$ cat src/cpt_pkg.sv
// Shared types, constants and the sine table for the Clarke/Park transform unit.
`default_nettype none

package cpt_pkg;

	localparam int FRACTION_BITS = 12;
	localparam int SINE_ENTRIES  = 256;
	localparam int IDX_W         = $clog2(SINE_ENTRIES);
	localparam int ONE           = 1 << FRACTION_BITS;

	localparam logic [63:0] HALFPI_Q62 = 64'h6487ED5110B4611A;

	typedef enum logic [1:0] {
		OP_CLARKE     = 2'd0,
		OP_INV_CLARKE = 2'd1,
		OP_PARK       = 2'd2,
		OP_INV_PARK   = 2'd3
	} op_t;

	typedef struct packed {
		op_t                op;
		logic signed [15:0] in_x;
		logic signed [15:0] in_y;
		logic        [15:0] rotor_angle;
	} cpt_cmd_t;

	typedef struct packed {
		logic signed [15:0] out_x;
		logic signed [15:0] out_y;
	} cpt_res_t;

	// table address plus sign for one sine or cosine lookup
	typedef struct packed {
		logic [IDX_W-1:0] idx;
		logic             neg;
	} lookup_t;

	typedef logic [SINE_ENTRIES-1:0][15:0] sine_rom_t;

	// (a*b) >> 62, elaboration only
	function automatic logic [63:0] mul_q62(logic [63:0] a, logic [63:0] b);
		logic [127:0] pr;
		pr = {64'd0, a} * {64'd0, b};
		return pr[125:62];
	endfunction

	// floor(n / d) by long division, elaboration only
	function automatic logic [63:0] div_u64(logic [63:0] n, logic [63:0] d);
		logic [63:0] q;
		logic [64:0] r;
		q = '0;
		r = '0;
		for (int b = 63; b >= 0; b--) begin
			r = {r[63:0], n[b]};
			if (r >= {1'b0, d}) begin
				r    = r - {1'b0, d};
				q[b] = 1'b1;
			end
		end
		return q;
	endfunction

	// quarter-wave table, round(ONE*sin(i*pi/(2*N))) by series in Q62
	function automatic sine_rom_t build_sine_rom();
		sine_rom_t   r;
		logic [63:0] x;
		logic [63:0] x2;
		logic [63:0] term;
		logic [63:0] sum;
		logic [63:0] dv;
		r = '0;
		for (int i = 0; i < SINE_ENTRIES; i++) begin
			x = (HALFPI_Q62 / SINE_ENTRIES) * 64'(i)
				+ ((HALFPI_Q62 % SINE_ENTRIES) * 64'(i)) / SINE_ENTRIES;
			x2   = mul_q62(x, x);
			term = x;
			sum  = x;
			for (int k = 1; k < 40; k++) begin
				if (term != 64'd0) begin
					dv   = 64'((2 * k) * (2 * k + 1));
					term = div_u64(mul_q62(term, x2), dv);
					if (k % 2 == 1)
						sum = sum - term;
					else
						sum = sum + term;
				end
			end
			r[i] = 16'((sum + (64'd1 << (61 - FRACTION_BITS))) >> (62 - FRACTION_BITS));
		end
		return r;
	endfunction

	// largest n with (n - 1/2)^2 <= num4 / (4*den)
	function automatic int round_sqrt(logic [63:0] num4, logic [63:0] den);
		logic [63:0] n;
		logic [63:0] t;
		n = 64'd0;
		for (int b = 16; b >= 0; b--) begin
			t = n | (64'd1 << b);
			if (t <= 64'd65536 && den * ((2 * t - 1) * (2 * t - 1)) <= num4)
				n = t;
		end
		return int'(n);
	endfunction

	localparam sine_rom_t SINE_ROM = build_sine_rom();

	localparam logic signed [15:0] K13_COEF =
		16'(round_sqrt(64'(4) * 64'(ONE) * 64'(ONE), 64'd3));
	localparam logic signed [15:0] K32_COEF =
		16'(round_sqrt(64'(3) * 64'(ONE) * 64'(ONE), 64'd1));

endpackage

`default_nettype wire

$ cat src/cpt_sine_lookup.sv
// Signed sine/cosine value from the quarter-wave table.
`default_nettype none

module cpt_sine_lookup (
	input  cpt_pkg::lookup_t   lk,
	output logic signed [15:0] value
);
	import cpt_pkg::*;

	logic signed [15:0] mag;

	always_comb begin
		mag   = $signed(SINE_ROM[lk.idx]);
		value = lk.neg ? -mag : mag;
	end

endmodule

`default_nettype wire

$ cat src/clarke_park_transform_unit.sv
// Top level: four-stage Clarke / inverse Clarke / Park / inverse Park pipeline.
// Throughput: one item per cycle while the result side does not stall; the stage register chain
// with per-stage valid bits and a per-stage enable sets this, and empty stages close up behind a stalled result.
// Stages: angle fold, table lookup and operand select, four 16x16 products, scale and sum.
// Reset clears the stage valid bits only; the sine table is constant logic.
`default_nettype none

module clarke_park_transform_unit (
	input  logic              clk,
	input  logic              arst_n,
	input  logic              cmd_valid,
	output logic              cmd_stall,
	input  cpt_pkg::cpt_cmd_t cmd,
	output logic              res_valid,
	input  logic              res_stall,
	output cpt_pkg::cpt_res_t res
);
	import cpt_pkg::*;

	localparam int PROD_W = 14 + IDX_W + 1;

	logic vld_s1, vld_s2, vld_s3, vld_s4;
	logic en_s1, en_s2, en_s3, en_s4;

	// stage 1
	op_t                op_s1;
	logic signed [15:0] x_s1, y_s1, sum_s1, half_s1;
	lookup_t            sin_lk_s1, cos_lk_s1;

	logic [PROD_W-1:0]  idx_prod;
	logic [IDX_W-1:0]   idx_fwd, idx_rev;
	logic [1:0]         quad, cos_quad;
	logic signed [16:0] neg_x, half_tmp;
	lookup_t            sin_lk, cos_lk;

	// stage 2
	op_t                op_s2;
	logic signed [15:0] x_s2, half_s2;
	logic signed [15:0] opa_s2 [4];
	logic signed [15:0] opb_s2 [4];
	logic signed [15:0] sin_v, cos_v;
	logic signed [15:0] opa [4];
	logic signed [15:0] opb [4];

	// stage 3
	op_t                op_s3;
	logic signed [15:0] x_s3, half_s3;
	logic signed [31:0] prod_s3 [4];

	// stage 4
	cpt_res_t           res_s4;
	logic signed [15:0] m [4];
	cpt_res_t           res_d;

	assign en_s4     = !vld_s4 || !res_stall;
	assign en_s3     = !vld_s3 || en_s4;
	assign en_s2     = !vld_s2 || en_s3;
	assign en_s1     = !vld_s1 || en_s2;
	assign cmd_stall = !en_s1;
	assign res_valid = vld_s4;
	assign res       = res_s4;

	always_ff @(posedge clk or negedge arst_n) begin
		if (!arst_n) begin
			vld_s1 <= 1'b0;
			vld_s2 <= 1'b0;
			vld_s3 <= 1'b0;
			vld_s4 <= 1'b0;
		end else begin
			if (en_s1) vld_s1 <= cmd_valid;
			if (en_s2) vld_s2 <= vld_s1;
			if (en_s3) vld_s3 <= vld_s2;
			if (en_s4) vld_s4 <= vld_s3;
		end
	end

	// stage 1: fold the angle into table address and sign; cosine is one quadrant on
	always_comb begin
		idx_prod = PROD_W'(cmd.rotor_angle[13:0]) * PROD_W'(SINE_ENTRIES);
		idx_fwd  = idx_prod[14 +: IDX_W];
		idx_rev  = IDX_W'(SINE_ENTRIES - 1) - idx_fwd;
		quad     = cmd.rotor_angle[15:14];
		cos_quad = quad + 2'd1;
		sin_lk.idx = quad[0] ? idx_rev : idx_fwd;
		sin_lk.neg = quad[1];
		cos_lk.idx = cos_quad[0] ? idx_rev : idx_fwd;
		cos_lk.neg = cos_quad[1];
		// -x/2 truncated toward zero, on 17 bits so that -(-32768) survives
		neg_x    = -$signed({cmd.in_x[15], cmd.in_x});
		half_tmp = neg_x + $signed({16'd0, neg_x[16]});
	end

	always_ff @(posedge clk) begin
		if (en_s1 && cmd_valid) begin
			op_s1     <= cmd.op;
			x_s1      <= cmd.in_x;
			y_s1      <= cmd.in_y;
			sum_s1    <= cmd.in_x + {cmd.in_y[14:0], 1'b0};
			half_s1   <= half_tmp[16:1];
			sin_lk_s1 <= sin_lk;
			cos_lk_s1 <= cos_lk;
		end
	end

	// stage 2: table lookup and multiplier operand select
	cpt_sine_lookup u_sin (
		.lk    (sin_lk_s1),
		.value (sin_v)
	);

	cpt_sine_lookup u_cos (
		.lk    (cos_lk_s1),
		.value (cos_v)
	);

	always_comb begin
		opa[0] = x_s1;
		opb[0] = cos_v;
		opa[1] = y_s1;
		opb[1] = sin_v;
		opa[2] = x_s1;
		opb[2] = sin_v;
		opa[3] = y_s1;
		opb[3] = cos_v;
		unique case (op_s1)
			OP_CLARKE: begin
				opa[3] = K13_COEF;
				opb[3] = sum_s1;
			end
			OP_INV_CLARKE: begin
				opa[3] = K32_COEF;
				opb[3] = y_s1;
			end
			OP_PARK: begin
				opa[2] = -x_s1;
			end
			OP_INV_PARK: begin
			end
			default: begin
			end
		endcase
	end

	always_ff @(posedge clk) begin
		if (en_s2 && vld_s1) begin
			op_s2   <= op_s1;
			x_s2    <= x_s1;
			half_s2 <= half_s1;
			for (int k = 0; k < 4; k++) begin
				opa_s2[k] <= opa[k];
				opb_s2[k] <= opb[k];
			end
		end
	end

	// stage 3: products
	always_ff @(posedge clk) begin
		if (en_s3 && vld_s2) begin
			op_s3   <= op_s2;
			x_s3    <= x_s2;
			half_s3 <= half_s2;
			for (int k = 0; k < 4; k++)
				prod_s3[k] <= opa_s2[k] * opb_s2[k];
		end
	end

	// stage 4: divide by ONE toward zero, wrap, combine
	function automatic logic signed [15:0] scale(logic signed [31:0] p);
		logic [31:0] t;
		t = p + (p[31] ? 32'(ONE - 1) : 32'd0);
		return t[FRACTION_BITS +: 16];
	endfunction

	always_comb begin
		for (int k = 0; k < 4; k++)
			m[k] = scale(prod_s3[k]);
		res_d.out_x = m[0] + m[1];
		res_d.out_y = m[2] + m[3];
		unique case (op_s3)
			OP_CLARKE: begin
				res_d.out_x = x_s3;
				res_d.out_y = m[3];
			end
			OP_INV_CLARKE: begin
				res_d.out_x = x_s3;
				res_d.out_y = half_s3 + m[3];
			end
			OP_PARK: begin
			end
			OP_INV_PARK: begin
				res_d.out_x = m[0] - m[1];
			end
			default: begin
			end
		endcase
	end

	always_ff @(posedge clk) begin
		if (en_s4 && vld_s3)
			res_s4 <= res_d;
	end

endmodule

`default_nettype wire

$ cat config.mk
export PLATFORM = sky130hd
export DESIGN_NAME = clarke_park_transform_unit
export DESIGN_NICKNAME = d
export VERILOG_FILES = /design/src/cpt_pkg.sv /design/src/cpt_sine_lookup.sv /design/src/clarke_park_transform_unit.sv
export SDC_FILE = /design/constraint.sdc
export NUM_CORES = 2
export LEC_CHECK = 0
export ABC_AREA = 1
export BUFFER_PORTS_ARGS = -buffer_cell sky130_fd_sc_hd__buf_2
export CORE_MARGIN = 3
export CORE_UTILIZATION = 52
export DETAILED_ROUTE_END_ITERATION = 6
export PLACE_DENSITY = 0.75
export SYNTH_ARGS = -nofsm -noshare
export SYNTH_HDL_FRONTEND = slang
export SYNTH_SLANG_ARGS = --single-unit
$ cat constraint.sdc
create_clock -name clk -period 13.1 [get_ports clk]
set_clock_uncertainty 0.05 [all_clocks]
set_input_delay 1.31 -clock clk [delete_from_list [all_inputs] [get_ports clk]]
set_output_delay 1.31 -clock clk [all_outputs]
set_load 0.01 [all_outputs]
==> flow_metrics.env <==
export IMPL_synthArstFlopShare_pct=0.9434
export IMPL_drv_cap=0
export IMPL_period_share_pct=51.55
export IMPL_cp_end_kind="flip-flop"
export IMPL_mostFrequentLayoutCell="inv_1"
export IMPL_fmax_mhz=148.1
export IMPL_synth_compound_area_share_pct=6.556
export IMPL_hold_buffers=0
export IMPL_layout_min_cycle_time_ns=6.753
export IMPL_cts_setup_buffers=0
export IMPL_ant_nets=0
export IMPL_worstPathArrival_ns=7.06
export IMPL_numPortBuffers=81
export IMPL_syn_inst=7867
export IMPL_viasPerCell=5.436
export IMPL_grt_start_max_net_pins=88
export IMPL_syn_cell_area_mm2=0.06527
export IMPL_tns_ns=0
export IMPL_clk_pin_slew_ns=0.06
export IMPL_clk_latency_ns=0.65
export IMPL_worstSetupPathType="flip-flop to flip-flop"
export IMPL_grt_pass1_vias=53620
export IMPL_hpwl_um=135800
export IMPL_start_util_pct=52.59
export IMPL_drt_initial_drc_count=4390
export IMPL_whs_path_depth=0
export IMPL_worstSetupStartpointType="flip-flop"
export IMPL_synth_nets=9432
export IMPL_cts_buffer_depth=3
export IMPL_rows=129
export IMPL_area_growth_pct=5.013
export IMPL_grt_antenna_before_repair=3
export IMPL_overflow=0
export IMPL_final_util_pct=55.22
export IMPL_nNetsFinal=9306
export IMPL_dieWidth_um=360.3
export IMPL_hold_viol=0
export IMPL_synth_top_family_by_area="adder cells"
export IMPL_finalMaxSlewViolations=0
export IMPL_outcome="complete, no violations"
export IMPL_ys_flop_type="edfxtp_1"
export IMPL_vias=51200
export IMPL_ctsHtreeMaxLevel=2
export IMPL_hold_class="flip-flop to flip-flop"
export IMPL_yosysUniqueCellTypes=61
export IMPL_synthAdderAreaFrac_pct=41.05
export IMPL_ys_seq_area_share_pct=19.08
export IMPL_yosys_area_share_simple_pct=16.05
export IMPL_synthMuxAreaShare_pct=0
export IMPL_io_pins=88
export IMPL_rr_worst_depth=21
export IMPL_synth_avg_cell_area_um2=8.297
export IMPL_drc=0
export IMPL_setup_viol=0
export IMPL_cts_sinks=424
export IMPL_cts_tree="built"
export IMPL_grt_total_usage_pct=26.98
export IMPL_gp_congestion=0.9484
export IMPL_die_area_mm2=0.1298
export IMPL_worst_slew_margin_rel_pct=15.91
export IMPL_cts_made_buffers=49
export IMPL_routed_wl_um=172200
export IMPL_ctsResizeCount=0
export IMPL_tightest_slew_ns=1.257
export IMPL_crit_path_max_fanout=16
export IMPL_grt_pass1_wl_um=279400
export IMPL_synth_xor_xnor_area_share_pct=3.646
export IMPL_firstDrtPassIters=6
export IMPL_core_area_mm2=0.1241
export IMPL_yosys_warnings=0
export IMPL_clockRootBuffer="clkbuf_16"
export IMPL_synth_edf_count=394
export IMPL_worst_r2r_setup_slack_ns=6.35
export IMPL_die_h_um=360.3
export IMPL_rsz0062_at_grt="no"
export IMPL_layout_common_cells="inv_1, nand2_1, fa_1, ha_1, edfxtp_1"
export IMPL_cp_required_ns=13.40
export IMPL_ys_ff_latch=424
export IMPL_drive_gt1_share_pct=3.831
export IMPL_routedWlPerCell_um=18.28
## sequential cells by signal, summed over array words and instances, names as in the netlist, 2 cells and up
| register | flops |
|---|---|
| half_s2 | 16 |
| cos_lk_s1 | 9 |
| y_s1 | 16 |
| half_s1 | 16 |
| u_cos.mag | 13 |
| x_s3 | 16 |
| opa_s2 | 63 |
| x_s1 | 16 |
| prod_s3 | 116 |
| sin_lk_s1 | 9 |
| op_s2 | 2 |
| op_s3 | 2 |
| op_s1 | 2 |
| sum_s1 | 15 |
| res | 32 |
| u_sin.mag | 13 |
| opb_s2 | 48 |
| half_s3 | 16 |
## through the flow
step / worst slack (ns) / instance area, µm² / std cells / hold WS (ns)
after global routing: 6.012 / 68540 / 9417 / 0.3714
after global placement: 6.582 / 66810 / 9327 / 0.3512
final: 6.347 / 68540 / 9419 / 0.3619
after floorplan: 5.451 / 65270 / 7867 / 0.3503
after detailed placement: 6.431 / 66810 / 9327 / 0.3557
after CTS: 6.397 / 68530 / 9416 / 0.3677
## synthesized netlist by cell type (8+ instances only)
master        n  area [µm²]
fa_1       1051       21040
inv_2        17       63.81
or2_2        26       162.7
a211oi_1     19       142.6
a21boi_0     15       112.6
a31oi_1      21       131.4
o211ai_1     36       270.3
nand2_1    1852        6952
inv_1      2012        7552
o31ai_1      15       112.6
o21ai_0     242        1211
xnor2_1      96       840.8
nor3_1       58       290.3
xor2_1      172        1506
dfxtp_1      26       520.5
buf_2        40       200.2
nand3b_1     10       75.07
edfxtp_1    394       11830
ha_1        460        5756
o21bai_1     16       120.1
a22oi_1      16       120.1
nand3_1     244        1221
nor2_1      294        1104
clkbuf_1    244       915.9
a21oi_1     288        1441
o22ai_1       8       50.05
nor4_1       11       68.82
nor2_2        8       50.05
nand4_1      43       269.0
a21o_1        8       60.06
o2111ai_1     8       70.07
o21ai_1      21       105.1
nand2_2      14       87.58
## worst max-delay path, cell delays in order, from the launching register on
cell,delay (ns)
edfxtp_1,0.76
nand2_1,0.27
inv_1,0.12
fa_1,0.78
inv_1,0.10
fa_1,0.49
inv_1,0.06
fa_1,0.48
fa_1,0.54
fa_1,0.50
inv_1,0.05
fa_1,0.47
inv_1,0.04
ha_1,0.35
nand2_1,0.09
nor2_1,0.04
a211oi_1,0.30
o21ai_0,0.14
a21oi_1,0.35
o21bai_1,0.15
a31oi_1,0.21
xor2_1,0.12
## worst paths after layout
check,to,start
max in group asynchronous,vld_s1$_DFFE_PN0N_,arst_n
hold / removal,half_s2[5]$_DFFE_PP_,half_s1[5]$_DFFE_PP_
setup reg to reg,prod_s3[0][25]$_DFFE_PP_,opb_s2[0][1]$_DFFE_PP_
hold reg to reg,half_s2[5]$_DFFE_PP_,half_s1[5]$_DFFE_PP_
min in group asynchronous,res_valid$_DFFE_PN0P_,arst_n
setup / recovery,prod_s3[0][25]$_DFFE_PP_,opb_s2[0][1]$_DFFE_PP_
## cell type report
| class | count | area (µm²) |
|---|---|---|
| Antenna cell | 3 | 7.507 |
| Clock buffer | 57 | 1297 |
| Clock inverter | 32 | 425.4 |
| Fill cell | 11030 | 55580 |
| Inverter | 2033 | 7639 |
| Multi-Input combinational cell | 5110 | 43950 |
| Sequential cell | 424 | 12450 |
| Tap cell | 1637 | 2048 |
| Timing Repair Buffer | 123 | 720.7 |
## cells by family (layout without fill, tap and decap cells)
logic type,Yosys count,count (layout)
and+or+nand+nor,2582,2582
buffers and inverters,2333,2245
adders and majority gates,1511,1511
AOI/OAI and AO/OA,747,747
DFF,424,424
xor gates and xnor gates,270,270
other,0,3
## routing by layer
metal	track usage, %	share of wire, %	vias up
li1	-	-	23380
met3	4.568	8.7	495
met5	0	0.015	-
met2	44.67	47	2217
met4	10.83	4.4	4
met1	35.46	40	25110
Power is left out: the tool's default activity adds up to more than one toggle a clock period on the data nets, which glitch-free logic cannot reach.
